<file path="src/rtl/prx_pkg.sv">
package prx_pkg;

	localparam int CW    = 24;          // coordinate width
	localparam int VW    = CW + 1;      // line direction and point offset
	localparam int SW    = CW + 2;      // 2*A - P
	localparam int PW    = 2 * VW;      // one product of two VW values
	localparam int NUMW  = PW + 2;      // signed dot product d.v
	localparam int DENW  = PW;          // v.v, never negative
	localparam int NABS  = PW;          // magnitude of d.v
	localparam int MAGW  = VW + 1;      // magnitude of 2*v_i
	localparam int HALF  = NABS / 2;    // split point of the wide product
	localparam int PPW   = (NABS - HALF) + MAGW;
	localparam int TW    = NABS + MAGW; // dividend width
	localparam int QW    = VW + 1;      // quotient bits
	localparam int RW    = SW + 2;      // unsaturated mirror coordinate

	localparam logic signed [CW-1:0] CMAX = {1'b0, {(CW-1){1'b1}}};
	localparam logic signed [CW-1:0] CMIN = {1'b1, {(CW-1){1'b0}}};

	typedef struct packed {
		logic signed [CW-1:0] line_a_x;
		logic signed [CW-1:0] line_a_y;
		logic signed [CW-1:0] line_a_z;
		logic signed [CW-1:0] line_b_x;
		logic signed [CW-1:0] line_b_y;
		logic signed [CW-1:0] line_b_z;
		logic signed [CW-1:0] point_x;
		logic signed [CW-1:0] point_y;
		logic signed [CW-1:0] point_z;
	} in_item_t;

	typedef struct packed {
		logic signed [CW-1:0] mirror_x;
		logic signed [CW-1:0] mirror_y;
		logic signed [CW-1:0] mirror_z;
		logic                 degenerate;
		logic                 clipped;
	} out_item_t;

	// Payload of the divider pipeline, one lane per axis.
	typedef struct packed {
		logic [2:0][TW-1:0]   rem;
		logic [2:0][QW-1:0]   quo;
		logic [TW-1:0]        dsh;
		logic [DENW-1:0]      den;
		logic [2:0]           neg;
		logic [2:0][SW-1:0]   a2mp;
		logic [2:0][CW-1:0]   pt;
		logic                 degen;
	} div_t;

	typedef struct packed {
		logic [2:0][QW:0]     qr;
		logic [2:0]           neg;
		logic [2:0][SW-1:0]   a2mp;
		logic [2:0][CW-1:0]   pt;
		logic                 degen;
	} rnd_t;

endpackage

</file>
<file path="src/rtl/prx_back.sv">
module prx_back
	import prx_pkg::*;
(
	input  logic      clk,
	input  logic      arst_n,
	input  logic      in_valid,
	output logic      in_ready,
	input  div_t      in_data,
	output logic      out_valid,
	input  logic      out_ready,
	output out_item_t out_data
);

	logic vld_s1, vld_s2;
	logic rdy1, rdy2;
	rnd_t rnd_s1;
	out_item_t res_s2;

	logic signed [RW-1:0] off [3];
	logic signed [RW-1:0] r   [3];
	logic signed [CW-1:0] m   [3];
	logic [2:0]           clp;

	assign rdy2     = !vld_s2 || out_ready;
	assign rdy1     = !vld_s1 || rdy2;
	assign in_ready = rdy1;

	always_ff @(posedge clk or negedge arst_n) begin
		if (!arst_n) begin
			vld_s1 <= 1'b0;
			vld_s2 <= 1'b0;
		end else begin
			if (rdy1) vld_s1 <= in_valid;
			if (rdy2) vld_s2 <= vld_s1;
		end
	end

	// Round to nearest, ties away from zero, on the magnitude.
	always_ff @(posedge clk) begin
		if (rdy1 && in_valid) begin
			for (int i = 0; i < 3; i++) begin
				rnd_s1.qr[i] <= (QW+1)'(in_data.quo[i]) + (QW+1)'(
					{in_data.rem[i][DENW-1:0], 1'b0} >= {1'b0, in_data.den});
			end
			rnd_s1.neg   <= in_data.neg;
			rnd_s1.a2mp  <= in_data.a2mp;
			rnd_s1.pt    <= in_data.pt;
			rnd_s1.degen <= in_data.degen;
		end
	end

	always_comb begin
		for (int i = 0; i < 3; i++) begin
			off[i] = rnd_s1.neg[i] ? -RW'(rnd_s1.qr[i]) : RW'(rnd_s1.qr[i]);
			r[i]   = RW'($signed(rnd_s1.a2mp[i])) + off[i];
			if (r[i] > RW'(CMAX)) begin
				m[i]   = CMAX;
				clp[i] = 1'b1;
			end else if (r[i] < RW'(CMIN)) begin
				m[i]   = CMIN;
				clp[i] = 1'b1;
			end else begin
				m[i]   = CW'(r[i]);
				clp[i] = 1'b0;
			end
		end
	end

	always_ff @(posedge clk) begin
		if (rdy2 && vld_s1) begin
			if (rnd_s1.degen) begin
				res_s2.mirror_x <= rnd_s1.pt[0];
				res_s2.mirror_y <= rnd_s1.pt[1];
				res_s2.mirror_z <= rnd_s1.pt[2];
				res_s2.clipped  <= 1'b0;
			end else begin
				res_s2.mirror_x <= m[0];
				res_s2.mirror_y <= m[1];
				res_s2.mirror_z <= m[2];
				res_s2.clipped  <= |clp;
			end
			res_s2.degenerate <= rnd_s1.degen;
		end
	end

	assign out_valid = vld_s2;
	assign out_data  = res_s2;

	a_flags: assert property (@(posedge clk) disable iff (!arst_n)
		(vld_s2 && res_s2.degenerate) |-> !res_s2.clipped)
		else $error("degenerate item flagged as clipped");

	a_round: assert property (@(posedge clk) disable iff (!arst_n)
		(vld_s1 && !rnd_s1.degen) |-> (rnd_s1.qr[0][QW] == 1'b0))
		else $error("rounded quotient out of range");

endmodule

</file>
<file path="config.mk">
export PLATFORM = sky130hd
export DESIGN_NAME = prx_back
export DESIGN_NICKNAME = d
export VERILOG_FILES = /design/src/rtl/prx_pkg.sv /design/src/rtl/prx_back.sv
export SDC_FILE = /design/constraint.sdc
export NUM_CORES = 1
export LEC_CHECK = 0
export BUFFER_PORTS_ARGS = -buffer_cell sky130_fd_sc_hd__buf_4
export CORE_AREA = 2 2 257 259
export CTS_CLUSTER_DIAMETER = 80
export CTS_CLUSTER_SIZE = 28
export DETAILED_ROUTE_END_ITERATION = 12
export DIE_AREA = 0 0 259 261
export PLACE_DENSITY_LB_ADDON = 0.1
export RECOVER_POWER = 100
export SLEW_MARGIN = 15
export SYNTH_ARGS = -nofsm -noshare
export SYNTH_HDL_FRONTEND = slang
export SYNTH_SLANG_ARGS = --single-unit
</file>
<file path="constraint.sdc">
create_clock -name clk -period 10.94 [get_ports clk]
set_input_delay 0.547 -clock clk [delete_from_list [all_inputs] [get_ports clk]]
set_output_delay 0.547 -clock clk [all_outputs]
set_load 0.01 [all_outputs]
</file>
### Word-level counts from Yosys, hierarchy flattened

Index checks and enable logic that the tools add are counted.

| cells by class | value |
|---|---|
| add/sub/neg operators | 9 |
| multiplexer cells | 16 |
| order comparisons | 9 |
| reductions and logical operators | 7 |

Operators with widths:

| operator | count |
|---|---|
| $ge A51 B50 Y1 | 3 |
| $mux W24 | 6 |
| $add A26 B28 Y28 | 3 |
| $gt A28 B24 Y1 const B | 3 |
| $lt A28 B24 Y1 const B | 3 |
| $mux W28 | 3 |
| $neg A27 Y28 | 3 |
| $add A26 B1 Y27 | 3 |
| $mux W72 | 1 |
| $mux W1 | 6 |
| $reduce_or A3 Y1 | 1 |
| $logic_and A1 B1 Y1 | 2 |
| $logic_not A1 Y1 | 2 |
| $logic_or A1 B1 Y1 | 2 |

| storage, ports and cells | value |
|---|---|
| output and inout port bits | 76 |
| input bits | 590 |
| flip-flop bits (word level) | 311 |
| logic and storage cells | 59 |

### Depth between registers and ports, before layout

| depth | value |
|---|---|
| depth after elaboration | 7 |
| depth in mapped cells | 22 |
| depth with buffers taken out | 21 |

### Worst setup path before layout

OpenSTA, ideal clock, no wires.

| timing | value |
|---|---|
| kind | input port to flip-flop |
| start point | in out_ready |
| end point | reg rnd_s1[0] (netlist bit) (enable) |
| data required time | 10314 ps |
| setup slack | 4200 ps |
| setup time | 626 ps |
| arrival | 6115 ps |
| buffers on the path | 0 |
| stages | 2 |
| cells stage by stage | nand3b_1 > and2_1 |

| between the ends | value |
|---|---|
| longest elaborated chain between the ends | 3 |

Ends and longest elaborated chain:

| element | RTL line | text |
|---|---|---|
| from (decl) | prx_back.sv:10 | `input logic out_ready,` |
| $logic_or A1 B1 Y1 | prx_back.sv:24 | `assign rdy2 = !vld_s2 \|\| out_ready;` |
| $logic_or A1 B1 Y1 | prx_back.sv:25 | `assign rdy1 = !vld_s1 \|\| rdy2;` |
| $logic_and A1 B1 Y1 | prx_back.sv:40 | `if (rdy1 && in_valid) begin` |
| to (decl) | prx_back.sv:16 | `rnd_t rnd_s1;` |

Every way passes these cells.
A chain may end at the register's enable or synchronous reset.

### Worst setup path after layout

| timing | value |
|---|---|
| start point | reg vld_s2 (netlist: out_valid) |
| end point | reg rnd_s1[10] (netlist bit) (enable) |

| between the ends | value |
|---|---|
| longest elaborated chain between the ends | 4 |

Ends and longest elaborated chain:

| element | RTL line | text |
|---|---|---|
| from (decl) | prx_back.sv:14 | `logic vld_s1, vld_s2;` |
| from (signal assigned) | prx_back.sv:34 | `if (rdy2) vld_s2 <= vld_s1;` |
| $logic_not A1 Y1 | prx_back.sv:24 |  |
| $logic_or A1 B1 Y1 | prx_back.sv:24 |  |
| $logic_or A1 B1 Y1 | prx_back.sv:25 |  |
| $logic_and A1 B1 Y1 | prx_back.sv:40 |  |

Every way passes these cells.

==> metrics.txt <==
Final Cycle Share=73.93%; clock-pin slew on the worst setup and hold paths=0.09 ns; worst vdd ir=0.0001116 V; via count=17690; DRT iter0 DRCs=779; DRT antenna net count=0; Initial Util=between 30% and 40%; syn_area_per_cell=approximately 10 µm²; asr flop ratio synth=0.6431%; largest cells by area after synthesis=edfxtp_1 (43%), ha_1 (14%), xnor2_1 (6.9%); delay of the slowest critical-path stage=3.42 ns; Fin Clk Skew=roughly 0.032 ns; CTS Buffer Depth=3; Worst Path Arrival=8.16 ns; largest net degree at the start of global routing=171; Seq/Total Area, Yosys=43.33%; Tmin final=8.088 ns; first-pass GRT wire length=103400 µm; pwr dens=136.3 mW/mm²; top_reg_cell synth=edfxtp_1; clk sink count=311; Slew headroom=-213.3%; share of layout cells above drive strength 1=between 10% and 20%; post-synth top area share=a little over two fifths; dpl hpwl=56520 µm; Cells after Synth=2059; Via-to-Cell Ratio=about 5.1; Post-synth EDFFs=309; Setup CP Type=reg2reg; Buffers & Inverters on Critical Path=1; Critical Path RT=11.01 ns; commonest non-fill, non-tap cell in the layout=edfxtp_1; Clk Tree Root Cell=clkbuf_16; CP cell instances=nand3b_1 > and2_0 > clkbuf_2; final slew viol count=395; clk_lat worst skew=about 0.59 ns; Horiz. Die Dim=259 µm; endpoints failing hold=0; Worst path slowest cell=clkbuf_2; worst hold path class=in2reg; Worst Setup Start Kind=register; Ports=666; vias in the first global route=17590; Tightest Pin Transition=4.699 ns; routed wire length per instance=20.12 µm; Max Freq=123.6 MHz; DRC Markers=0; total power draw=about 0.0037 W; Static Leak=approximately 11 nW; post-CTS sizing=0; synth warn=0; CTS tree=yes; total track usage=19.72%; total negative slack=0 ns; GPL Wtd Cong=0.8925; outcome=finished with violations; initial antenna violation count=19; RSZ-0062 raised after global routing=false; Final setup viols=0; post-synthesis cell area=0.02153 mm²; # H-tree levels=1; final std cells w/o fill=between 3000 and 4000; nets@finish=3396; GRT overflow=0; failing checks=max-capacitance violations, max-slew violations; #FFs+latches synth=311; top fanout value on the critical path=170; height of the die=~260 µm; Rows=94; Die ar.=0.06760 mm²; syn_nets=2895; post-synth cell types=around 70; Worst Setup End Kind=register; cell taking the most area after synthesis=edfxtp_1; Post-Route WL=69410 µm; Syn-to-layout area delta=24.62%; core area=approximately 0.065 mm²; delay-heaviest family, CP=simple AND/OR/NAND/NOR gates; Inst Count DP=3396; most frequent cells in the layout=edfxtp_1 (309), buf_4 (279), ha_1 (243); max-cap violations=6; TritonCTS buffer count=25; drt first pass iters=5; # port buffers=511
==> routing by layer <==
layer	vias up	track usage, %	wire length [µm]
met5	-	0	139
met4	20	4.464	1394
met3	82	4.123	4461
met2	487	33.04	32810
met1	8375	26.15	30610
li1	8725	-	-
==> synthesized netlist by cell type (all sizes together), types with 33 or more instances <==
cell,n
a211oi,33
a21o,97
a21oi,176
clkbuf,37
edfxtp,309
ha,243
inv,103
nand2,144
nand2b,43
nand3,65
nand4,55
nor2,91
nor2b,69
o21ai,108
xnor2,170
xor2,39
==> registers in the layout (all words and copies together), names as in the netlist <==
name	flops
out_valid	1
rnd_s1	235
vld_s1	1
out_data	74
==> final timing paths <==
check | slack (ns) | to | cells after the start | startpoint
max | 2.85 | rnd_s1[10] | 3 | out_valid
min | 0.15 | rnd_s1[113] | 1 | in_data[113]
max reg2reg | 2.85 | rnd_s1[10] | 3 | out_valid
min reg2reg | 0.50 | out_valid | 1 | vld_s1
max in group asynchronous | 10.53 | vld_s1 | 2 | arst_n
min in group asynchronous | 0.27 | out_valid | 2 | arst_n
==> per-stage QoR <==
| step | setup WS [ns] | utilization (%) | instance area [µm²] | hold WS, ns |
|---|---|---|---|---|
| final | 2.852 | 41.25 | 26830 | 0.1497 |
| after global routing | 2.036 | 41.24 | 26820 | 0.1093 |
| after CTS | 4.603 | 41.92 | 27260 | 0.08210 |
| after detailed placement | 4.646 | 40.49 | 26330 | 0.3319 |
| after global placement | 4.404 | 40.47 | 26320 | 0.3297 |
| after floorplan | 4.200 | - | 21530 | 0.2514 |
==> cells by family after synthesis <==
group	after synthesis	share of synthesized area, %
simple gates	606	14.75
fa+ha+maj	246	14.40
xor+xnor	209	8.503
mux	3	0.1453
buf+inv	147	2.673
compound gates	537	16.19
flops	311	43.33
==> report_power, final <==
| group | leakage, nW | internal [W] | switching (W) |
|---|---|---|---|
| sequential | 2.97 | 0.00145 | 0.0000509 |
| clock | 0.448 | 0.000492 | 0.000528 |
| combinational | 7.61 | 0.000473 | 0.000661 |
| total | 11.0 | 0.00242 | 0.00124 |
==> area by class of cell <==
cell class / count / area (µm²)
diodes: 7 / 17.52
clock buffers: 26 / 639.4
clock inverters: 20 / 282.8
fillers: 6461 / 38210
inverters: 103 / 386.6
multi-input cells: 1601 / 11580
flip-flops and latches: 311 / 9329
well taps: 864 / 1081
repair buffers: 518 / 3510
==> what timing repair did <==
item,4_1_cts,5_1_grt
setup buffers,0,0
hold buffers,1,0
endpoints found under the hold margin,2,0
==> worst reg2reg max path, cell delays in order, from the launching register on <==
cell,delay (ns)
dfrtp_1,0.40
nand3b_1,0.14
and2_0,3.32
clkbuf_2,3.51
(Power assumes the default switching activity.)
