[src/rtl/prx_pkg.sv]
package prx_pkg;

	localparam int CW    = 24;          // coordinate width
	localparam int VW    = CW + 1;      // line direction and point offset
	localparam int SW    = CW + 2;      // 2*A - P
	localparam int PW    = 2 * VW;      // one product of two VW values
	localparam int NUMW  = PW + 2;      // signed dot product d.v
	localparam int DENW  = PW;          // v.v, never negative
	localparam int NABS  = PW;          // magnitude of d.v
	localparam int MAGW  = VW + 1;      // magnitude of 2*v_i
	localparam int HALF  = NABS / 2;    // split point of the wide product
	localparam int PPW   = (NABS - HALF) + MAGW;
	localparam int TW    = NABS + MAGW; // dividend width
	localparam int QW    = VW + 1;      // quotient bits
	localparam int RW    = SW + 2;      // unsaturated mirror coordinate

	localparam logic signed [CW-1:0] CMAX = {1'b0, {(CW-1){1'b1}}};
	localparam logic signed [CW-1:0] CMIN = {1'b1, {(CW-1){1'b0}}};

	typedef struct packed {
		logic signed [CW-1:0] line_a_x;
		logic signed [CW-1:0] line_a_y;
		logic signed [CW-1:0] line_a_z;
		logic signed [CW-1:0] line_b_x;
		logic signed [CW-1:0] line_b_y;
		logic signed [CW-1:0] line_b_z;
		logic signed [CW-1:0] point_x;
		logic signed [CW-1:0] point_y;
		logic signed [CW-1:0] point_z;
	} in_item_t;

	typedef struct packed {
		logic signed [CW-1:0] mirror_x;
		logic signed [CW-1:0] mirror_y;
		logic signed [CW-1:0] mirror_z;
		logic                 degenerate;
		logic                 clipped;
	} out_item_t;

	// Payload of the divider pipeline, one lane per axis.
	typedef struct packed {
		logic [2:0][TW-1:0]   rem;
		logic [2:0][QW-1:0]   quo;
		logic [TW-1:0]        dsh;
		logic [DENW-1:0]      den;
		logic [2:0]           neg;
		logic [2:0][SW-1:0]   a2mp;
		logic [2:0][CW-1:0]   pt;
		logic                 degen;
	} div_t;

	typedef struct packed {
		logic [2:0][QW:0]     qr;
		logic [2:0]           neg;
		logic [2:0][SW-1:0]   a2mp;
		logic [2:0][CW-1:0]   pt;
		logic                 degen;
	} rnd_t;

endpackage

[src/rtl/prx_div_step.sv]
module prx_div_step
	import prx_pkg::*;
(
	input  logic clk,
	input  logic arst_n,
	input  logic in_valid,
	output logic in_ready,
	input  div_t in_data,
	output logic out_valid,
	input  logic out_ready,
	output div_t out_data
);

	logic vld_q;
	div_t dat_q;
	div_t nxt;
	logic ge;

	assign in_ready = !vld_q || out_ready;

	// One restoring step per lane; the aligned divisor moves down one bit.
	always_comb begin
		nxt = in_data;
		for (int i = 0; i < 3; i++) begin
			ge          = in_data.rem[i] >= in_data.dsh;
			nxt.rem[i]  = ge ? in_data.rem[i] - in_data.dsh : in_data.rem[i];
			nxt.quo[i]  = {in_data.quo[i][QW-2:0], ge};
		end
		nxt.dsh = in_data.dsh >> 1;
	end

	always_ff @(posedge clk or negedge arst_n) begin
		if (!arst_n) begin
			vld_q <= 1'b0;
		end else if (in_ready) begin
			vld_q <= in_valid;
		end
	end

	always_ff @(posedge clk) begin
		if (in_ready && in_valid) begin
			dat_q <= nxt;
		end
	end

	assign out_valid = vld_q;
	assign out_data  = dat_q;

	// The last shift drops the low divisor bit, so the window is one wider than twice dsh.
	a_rem_bound: assert property (@(posedge clk) disable iff (!arst_n)
		(vld_q && !dat_q.degen) |->
			({1'b0, dat_q.rem[0]} < {dat_q.dsh, 1'b1}) &&
			({1'b0, dat_q.rem[1]} < {dat_q.dsh, 1'b1}) &&
			({1'b0, dat_q.rem[2]} < {dat_q.dsh, 1'b1}))
		else $error("partial remainder exceeds the divisor window");

endmodule

[config.mk]
export PLATFORM = sky130hd
export DESIGN_NAME = prx_div_step
export DESIGN_NICKNAME = d
export VERILOG_FILES = /design/src/rtl/prx_pkg.sv /design/src/rtl/prx_div_step.sv
export SDC_FILE = /design/constraint.sdc
export NUM_CORES = 1
export LEC_CHECK = 0
export BUFFER_PORTS_ARGS = -buffer_cell sky130_fd_sc_hd__buf_2
export CAP_MARGIN = 40
export CORE_AREA = 2 2 453 455
export CTS_CLUSTER_SIZE = 20
export DETAILED_ROUTE_END_ITERATION = 8
export DIE_AREA = 0 0 455 457
export PLACE_DENSITY = 0.34
export SYNTH_ARGS = -nofsm -noshare
export SYNTH_HDL_FRONTEND = slang
export SYNTH_SLANG_ARGS = --single-unit
[constraint.sdc]
create_clock -name clk -period 29.4 [get_ports clk]
set_input_delay 5.88 -clock clk [delete_from_list [all_inputs] [get_ports clk]]
set_output_delay 5.88 -clock clk [all_outputs]
set_load 0.02 [all_outputs]
* Word level (Yosys, flattened, before mapping)
Index checks and enable logic that the tools add are counted.
** Word-level totals
- Flip-flop bits (word level) :: 586
- Bits in latches :: 0
- RAM bits :: 0
- Bits in read-only memories :: 0
- Input port bits :: 590
- Output and inout port bits :: 588
- Logic and storage cells :: 29
- Memories kept :: 0
** Cells by class
- Add/sub/neg operators :: 3
- Multipliers :: 0
- Divide/modulo/power cells :: 0
- $lt $le $gt $ge :: 3
- Equality and inequality tests :: 0
- Shift operators :: 0
- Muxes and demuxes :: 3
- Bitwise gates (word level) :: 0
- Reduce and logical (&&, ||, !) cells :: 3
** Operator list (number)
- $ge A76 B76 Y1 :: 3
- $mux W76 :: 3
- $sub A76 B76 Y76 :: 3
- $logic_and A1 B1 Y1 :: 1
- $logic_not A1 Y1 :: 1
- $logic_or A1 B1 Y1 :: 1

* Depth between registers and ports, before layout
Gate-level depths: netlist (run 1).
- Depth after elaboration :: 3
- Mapped depth :: 17
- Mapped depth without buffers :: 14

* Least setup slack after synthesis (run 1)
No wires, ideal clock.
- Path kind :: in2reg
- Start point :: input out_ready
- End point :: register dat_q (netlist bit out_data[0]) (enable)
- Setup time :: 1.025 ns
- Arrival time :: 19.366 ns
- Data required time :: 28.375 ns
- Setup slack :: 9.009 ns
- Stages on the path :: 2
- Buffers on the path :: 0
- Path through :: nand2b_1 -> and2_1
** Between the ends
- Word-level cells in the longest chain between the ends :: 2
** RTL lines
- start, declared :: RTL line prx_div_step.sv:10 : input logic out_ready,
- $logic_or A1 B1 Y1 :: RTL line prx_div_step.sv:19 : assign in_ready = !vld_q || out_ready;
- $logic_and A1 B1 Y1 :: RTL line prx_div_step.sv:41 : if (in_ready && in_valid) begin
- end signal, assigned :: RTL line prx_div_step.sv:42 : dat_q <= nxt;
- end, declared :: RTL line prx_div_step.sv:15 : div_t dat_q;
Every way passes these cells.
A chain may end at the register's enable or synchronous reset.

* Worst setup path in the final report (run 1)
- Start point :: input out_ready
- End point :: output in_ready
** Between the ends
- Word-level cells in the longest chain between the ends :: 1
** RTL lines
- $logic_or A1 B1 Y1 :: RTL line prx_div_step.sv:19
- end, declared :: RTL line prx_div_step.sv:7 : output logic in_ready,
Every way passes these cells.

==> key figures, run 1 <==
Synthesis
  • Post-synthesis mux area share: 0.00350
  • Post-synth top area share: 0.517
  • Adder-cell share of the synthesized area: 0.0857
  • Largest family of logic cells by synthesized area: compound AO/OA/AOI/OAI gates
  • Count of cell types in the netlist: 86
  • Mapped Nets: 4058
  • Compound-Gate Fraction of Synth Area: 0.187
  • Ys Warns: 0
  • Post-Synth XOR/XNOR Area: 0.0544
  • FF+latch count, synth: 586
  • Post-synthesis cell area: around 34000 sq um
  • Syn avg cell area: 10.5 sq um
  • Post-synth top flop: edfxtp_1
  • Synth top area cells: edfxtp_1 (52%), ha_1 (8.4%), o21ai_0 (5.3%)
  • EDFF count, synth: 585
  • Ys async rst share: 0.00171
  • Post-synth top area cell: edfxtp_1
  • Simple-gate area share of the yosys netlist: 0.117
  • Post-synthesis sequential area ratio: 0.517
  • Syn Inst Count: 3237

Routing
  • Final wirelength: 222000 um
  • # DRC: 0
  • DRT Pass-1 Iters: 5
  • Vias per inst: roughly 4.4
  • Drt wl/cell: approximately 31 um
  • Post-DRT Antenna Nets: 0
  • Drt first-iter violations: 2375
  • Routed via count: 31307

GRT
  • GRT Util Overall: 0.204
  • Initial antenna violation count: 135
  • Grt total ovfl: 0
  • Met1 Usage GRT: 0.207
  • Largest net degree at the start of global routing: between 70 and 80
  • Met2 global-route usage: 0.393
  • Met3 usage: 0.0511
  • First-pass GRT wire length: 285000 um
  • Vias in the first global route: between 30000 and 40000
  • GR peak layer: met2

Clock tree
  • Hold-fix buffers, CTS: 0
  • Post-cts sizing count: 0
  • CTS Buf Count: roughly 80
  • CTS tree: done
  • Worst-skew pair later-pin latency: 750 ps
  • Post-CTS setup buffer count: 0
  • CTS root buf: clkbuf_16
  • Htree depth: 3
  • Clock transition at path regs: 50 ps
  • Clock tree buffer depth: 3
  • CTS Sinks: 586

STA
  • Slew Limit Fails: 0
  • Fin. Hold Viols: 0
  • Skew final: 54.1 ps
  • Setup ws final: 17220 ps
  • Final hold slack: 544 ps
  • Unrepaired setup endpoints after global routing: no
  • Slew HR: 0.375
  • Final Critical Period: 12180 ps
  • Finish-stage setup viols: 0
  • Maximum achievable frequency: roughly 0.082 GHz
  • Setup TNS: 0 ps
  • Tcrit/Tclk final: 0.414
  • Worst slew pin tran: between 900 and 1000 ps

Critical path
  • CP max FO: 3
  • Cells along the critical path: buf_2 > nand2b_1 > buf_2
  • Req. time, crit path: 23520 ps
  • Worst R2R Path Depth: 7
  • Critical Path End Type: output pin
  • CP arrival: 6300 ps
  • Crit-path slowest cell: buf_2
  • Max incr delay on CP: 170 ps
  • Most Frequent Cell on Critical Path: buf_2
  • Crit path kind: in2out
  • CP Launch Type: input pin

Die
  • Initial Util: 0.167
  • DIE HEIGHT: 457 um
  • Die area: 208000 sq um
  • Core box area: 203000 sq um
  • Die W: 455 um
  • Io pins: 1178
  • Row count: between 150 and 200

Layout
  • Post-layout util: 0.225
  • Reg area: roughly 18000 sq um
  • Post-Layout Inst Area: ~46000 sq um
  • P&R area growth vs syn: 34.7%
  • Commonest non-fill, non-tap cells in the layout: buf_2 (1177), edfxtp_1 (585), nand2_1 (405)
  • Fin cells: 7167
  • Fill cell count: 22481
  • Final nets: 5201
  • Share of cells above drive strength 1: 0.310
  • Most common cell after layout, fill and taps aside: buf_2
  • Multi-input gate area: ~15000 sq um

Job
  • Maxcap violations: 0

Power and ir drop
  • Worst vdd ir: 0.0000418 V
  • P_leak: 19.0 nW
  • Pwr/cell area: 60.6 nW/um^2
  • Overall power: 2.78 mW

Status
  • Status: completed

Placement
  • DP HPWL: 190000 um
  • Port bufs: 1173
  • Post-DP Area: 43000 sq um
  • Placed cell count: between 6000 and 7000
  • Worst slack at placement: 17220 ps
  • Placer Congestion: 0.881

Min path
  • Worst min-delay path class: reg2reg
  • Hold depth: 2
## critical path, delay by kind of cell
kind                   cells  cell delay, ps
buffers and inverters      2             260
and+or+nand+nor            1             160
## metal layers
metal	vias to the layer above	wire length (um)
met5	-	357
met4	54	9460
met2	1173	120000
li1	14432	-
met1	15311	77700
met3	337	14200
## logic make-up (layout without fill, tap and decap cells)
kind of cell               count (synthesis)  in the layout
AOI/OAI and AO/OA                       1047           1047
and+or+nand+nor                          850            850
DFF                                      586            586
buffers and inverters                    300           1507
adders and majority gates                231            231
xor gates and xnor gates                 211            211
muxes                                     11             11
other                                      1             36
## state kept, by name (all words and copies together), names as in the netlist
signal / count
out_data: 585
out_valid: 1
## layout make-up
class,instances,share of cell area
Inverter,149,0.0123
Antenna cell,35,0.00191
Multi-Input combinational cell,2351,0.333
Clock inverter,55,0.0128
Sequential cell,586,0.384
Timing Repair Buffer,1210,0.136
Tap cell,2688,0.0735
Clock buffer,93,0.0466
## power breakdown
part / switching [mW] / leakage (nW) / internal (mW)
sequential: 0.0221 / 5.60 / 1.00
clock: 0.450 / 1.31 / 0.596
combinational: 0.482 / 12.1 / 0.222
## path summary, 6_finish.rpt
| path | from | to | slack [ps] |
|---|---|---|---|
| worst max-delay path | out_ready | in_ready | 17220 |
| worst min-delay path | out_valid$_DFFE_PN0N_ | out_valid$_DFFE_PN0N_ | 540 |
| worst max register to register | out_valid$_DFFE_PN0N_ | out_data[101]$_DFFE_PP_ | 25860 |
| worst min register to register | out_valid$_DFFE_PN0N_ | out_valid$_DFFE_PN0N_ | 540 |
| max in group asynchronous | arst_n | out_valid$_DFFE_PN0N_ | 24370 |
| min in group asynchronous | arst_n | out_valid$_DFFE_PN0N_ | 4940 |
## cell usage after synthesis (88+ instances only)
cell type / number
xnor2_1: 120
a21oi_1: 285
edfxtp_1: 585
inv_1: 148
nand4_1: 88
xor2_1: 91
nor2_1: 129
nand2_1: 405
clkbuf_1: 100
ha_1: 228
o21ai_0: 361
a21o_1: 102
Power figures use the tool's default switching activity.
==> inputs of run 2 (changes only) <==
- PLACE_DENSITY: 0.34 -> 0.35
- clock period: 29.4 -> 10.9 ns (I/O delays scaled with it)
==> run 2 against run 1 <==
Final area grew 0.14%. Clock skew fell by 26 ps. First-iteration DRC count shrank 9.6%. Critical endpoint is now out_data[507]$_DFFE_PP_. Largest cell class unchanged. Combinational power increased to 2.7 times the previous value. Non-clock buffer count decreased by 8. Core utilization hardly changed.
==> key figures, run 2 (synthesis results as in run 1) <==
Routing
  • Drt wl/cell: 30.7 um (-0.71%)
  • # DRC: 0 (unchanged)
  • Drt first-iter violations: 2146 (-9.6%)
  • Post-DRT Antenna Nets: 0 (unchanged)
  • Vias per inst: 4.36 (-0.11%)
  • Final wirelength: 220000 um (-0.61%)
  • Routed via count: 31302 (-0.016%)
  • DRT Pass-1 Iters: 6 (+1)

Critical path
  • Setup slack, reg-to-reg: 7940 ps (-17920 ps)
  • Req. time, crit path: 11330 ps (-12190 ps)
  • Reg-to-Reg End: out_data[129]$_DFFE_PP_
  • Worst R2R Path Depth: 4 (-3)
  • CP Launch Type: input pin
  • Worst r2r src: out_valid$_DFFE_PN0N_
  • CP max FO: 9 (+6)
  • CP arrival: 7100 ps (+800 ps)
  • Crit path kind: in2reg
  • Critical Path End Type: flop

Placement
  • DP HPWL: 189000 um (-0.73%)
  • Placed cell count: 6975 (-0.13%)
  • Port bufs: 1173 (unchanged)
  • Placer Congestion: 0.890 (+0.92%)

Die
  • DIE HEIGHT: 457 um (unchanged)
  • Core box area: 203000 sq um (unchanged)
  • Io pins: 1178 (unchanged)
  • Die area: 208000 sq um (unchanged)
  • Die W: 455 um (unchanged)
  • Initial Util: 0.167 (unchanged)
  • Row count: 166 (unchanged)

Clock tree
  • CTS root buf: clkbuf_16
  • Worst-skew pair later-pin latency: 720 ps (-30 ps)
  • Htree depth: 3 (unchanged)
  • Clock transition at path regs: 50 ps (about the same)
  • CTS Buf Count: 84 (+2.4%)
  • CTS Sinks: 586 (unchanged)
  • CTS tree: done
  • Post-cts sizing count: 0 (unchanged)
  • Clock tree buffer depth: 3 (unchanged)
  • Post-CTS setup buffer count: 0 (unchanged)
  • Hold-fix buffers, CTS: 0 (unchanged)

Min path
  • Hold Path End: out_valid$_DFFE_PN0N_
  • Hold path start: out_valid$_DFFE_PN0N_
  • Hold depth: 2 (unchanged)
  • Worst min-delay path class: reg2reg

Status
  • Status: completed

Layout
  • Commonest non-fill, non-tap cells in the layout: buf_2 (1178), edfxtp_1 (585), nand2_1 (405)
  • Fill cell count: 22324 (-0.70%)
  • Post-layout util: 0.225 (+0.000314)
  • Max FFs per register: 585 (unchanged)
  • Final nets: 5195 (-0.12%)
  • Share of cells above drive strength 1: 0.309 (-0.000605)
  • P&R area growth vs syn: 34.9%
  • Fin cells: 7174 (+0.098%)
  • Most common cell after layout, fill and taps aside: buf_2

STA
  • Slew HR: 0.247 (-0.128)
  • Unrepaired setup endpoints after global routing: no
  • Fin. Hold Viols: 0 (unchanged)
  • Worst slew pin tran: 1130 ps (+205 ps)
  • Setup TNS: 0 ps (unchanged)
  • Maximum achievable frequency: 0.150 GHz
  • Slew Limit Fails: 0 (unchanged)
  • Tcrit/Tclk final: 0.612
  • Skew final: 28.2 ps (-25.8 ps)
  • Final Critical Period: around 6700 ps
  • Final hold slack: 531 ps (-13.1 ps)
  • Finish-stage setup viols: 0 (unchanged)

GRT
  • Vias in the first global route: 31191 (-0.24%)
  • Largest net degree at the start of global routing: 138 (+75%)
  • GRT Util Overall: 0.203 (-0.000939)
  • Initial antenna violation count: 144 (+6.7%)
  • Grt total ovfl: 0 (unchanged)
  • First-pass GRT wire length: 284000 um (-0.40%)

Job
  • Maxcap violations: 0 (unchanged)

Power and ir drop
  • Pwr/cell area: 165 nW/um^2 (+170%)
  • Overall power: 7.55 mW (+170%)
  • P_leak: 19.1 nW (about the same)
  • Worst vdd ir: 0.000109 V (+160%)
## run 2: changes by cell type in the layout (fill, tap and decap cells not counted), sizes merged
| cell | previous run | this run |
|---|---|---|
| buf | 1210 | 1202 |
| diode | 35 | 43 |
| clkinv | 38 | 40 |
| inv | 151 | 149 |
| clkbuf | 93 | 101 |
| clkinvlp | 7 | 6 |
## run 2: power breakdown
group	switching (mW)	internal, mW
logic	1.30	0.599
clock network	1.23	1.66
registers	0.0569	2.71
total	2.59	4.96
## run 2: final cells by class
class | count | area, sq um | area share
Antenna cell | 43 | 108 | 0.00235
Clock buffer | 101 | 2230 | 0.0486
Timing Repair Buffer | 1202 | 6170 | 0.135
Sequential cell | 586 | 17600 | 0.384
Tap cell | 2688 | 3360 | 0.0734
Clock inverter | 54 | 602 | 0.0131
Multi-Input combinational cell | 2351 | 15200 | 0.332
Inverter | 149 | 562 | 0.0123
## run 2: how the worst max path moves through the flow
stage / startpoint / end / slack (ps) / depth (start not counted)
6_report: in_data[219] / out_data[507]$_DFFE_PP_ / 4230 / 14
5_1_grt: in_data[219] / out_data[507]$_DFFE_PP_ / 4010 / 14
4_1_cts: in_data[215] / out_data[507]$_DFFE_PP_ / 4190 / 14
3_5_place_dp: in_data[215] / out_data[507]$_DFFE_PP_ / 3420 / 14
3_3_place_gp: in_data[225] / out_data[367]$_DFFE_PP_ / 3350 / 13
2_1_floorplan: out_ready / out_data[0]$_DFFE_PP_ / 800 / 2
## run 2: critical path, cell delays in order
cell and delay [ps]:
buf_2 90, inv_1 130, ha_1 530, nand4_1 240, or3_1 440, a2111oi_0 740, o21ai_0 210, a21oi_1 710
o2111ai_1 440, o211ai_2 440, a311oi_1 240, o21ai_1 360, mux2i_1 230, a31oi_1 120
## run 2: per-stage QoR
stage | cell area [sq um] | setup slack [ps]
floorplan | 34000 | 804
global placement | 42800 | 3350
detailed placement | 42900 | 3420
CTS | 45700 | 4190
global route | 45800 | 4010
finish | 45900 | 4230
## run 2: routing by layer
layer / global-route usage / vias up / wire, um
met1: 0.206 / 15257 / 76200
met4: 0.0757 / 82 / 9410
met3: 0.0540 / 365 / 15100
met2: 0.391 / 1156 / 119000
li1: - / 14442 / -
met5: 0 / - / 522
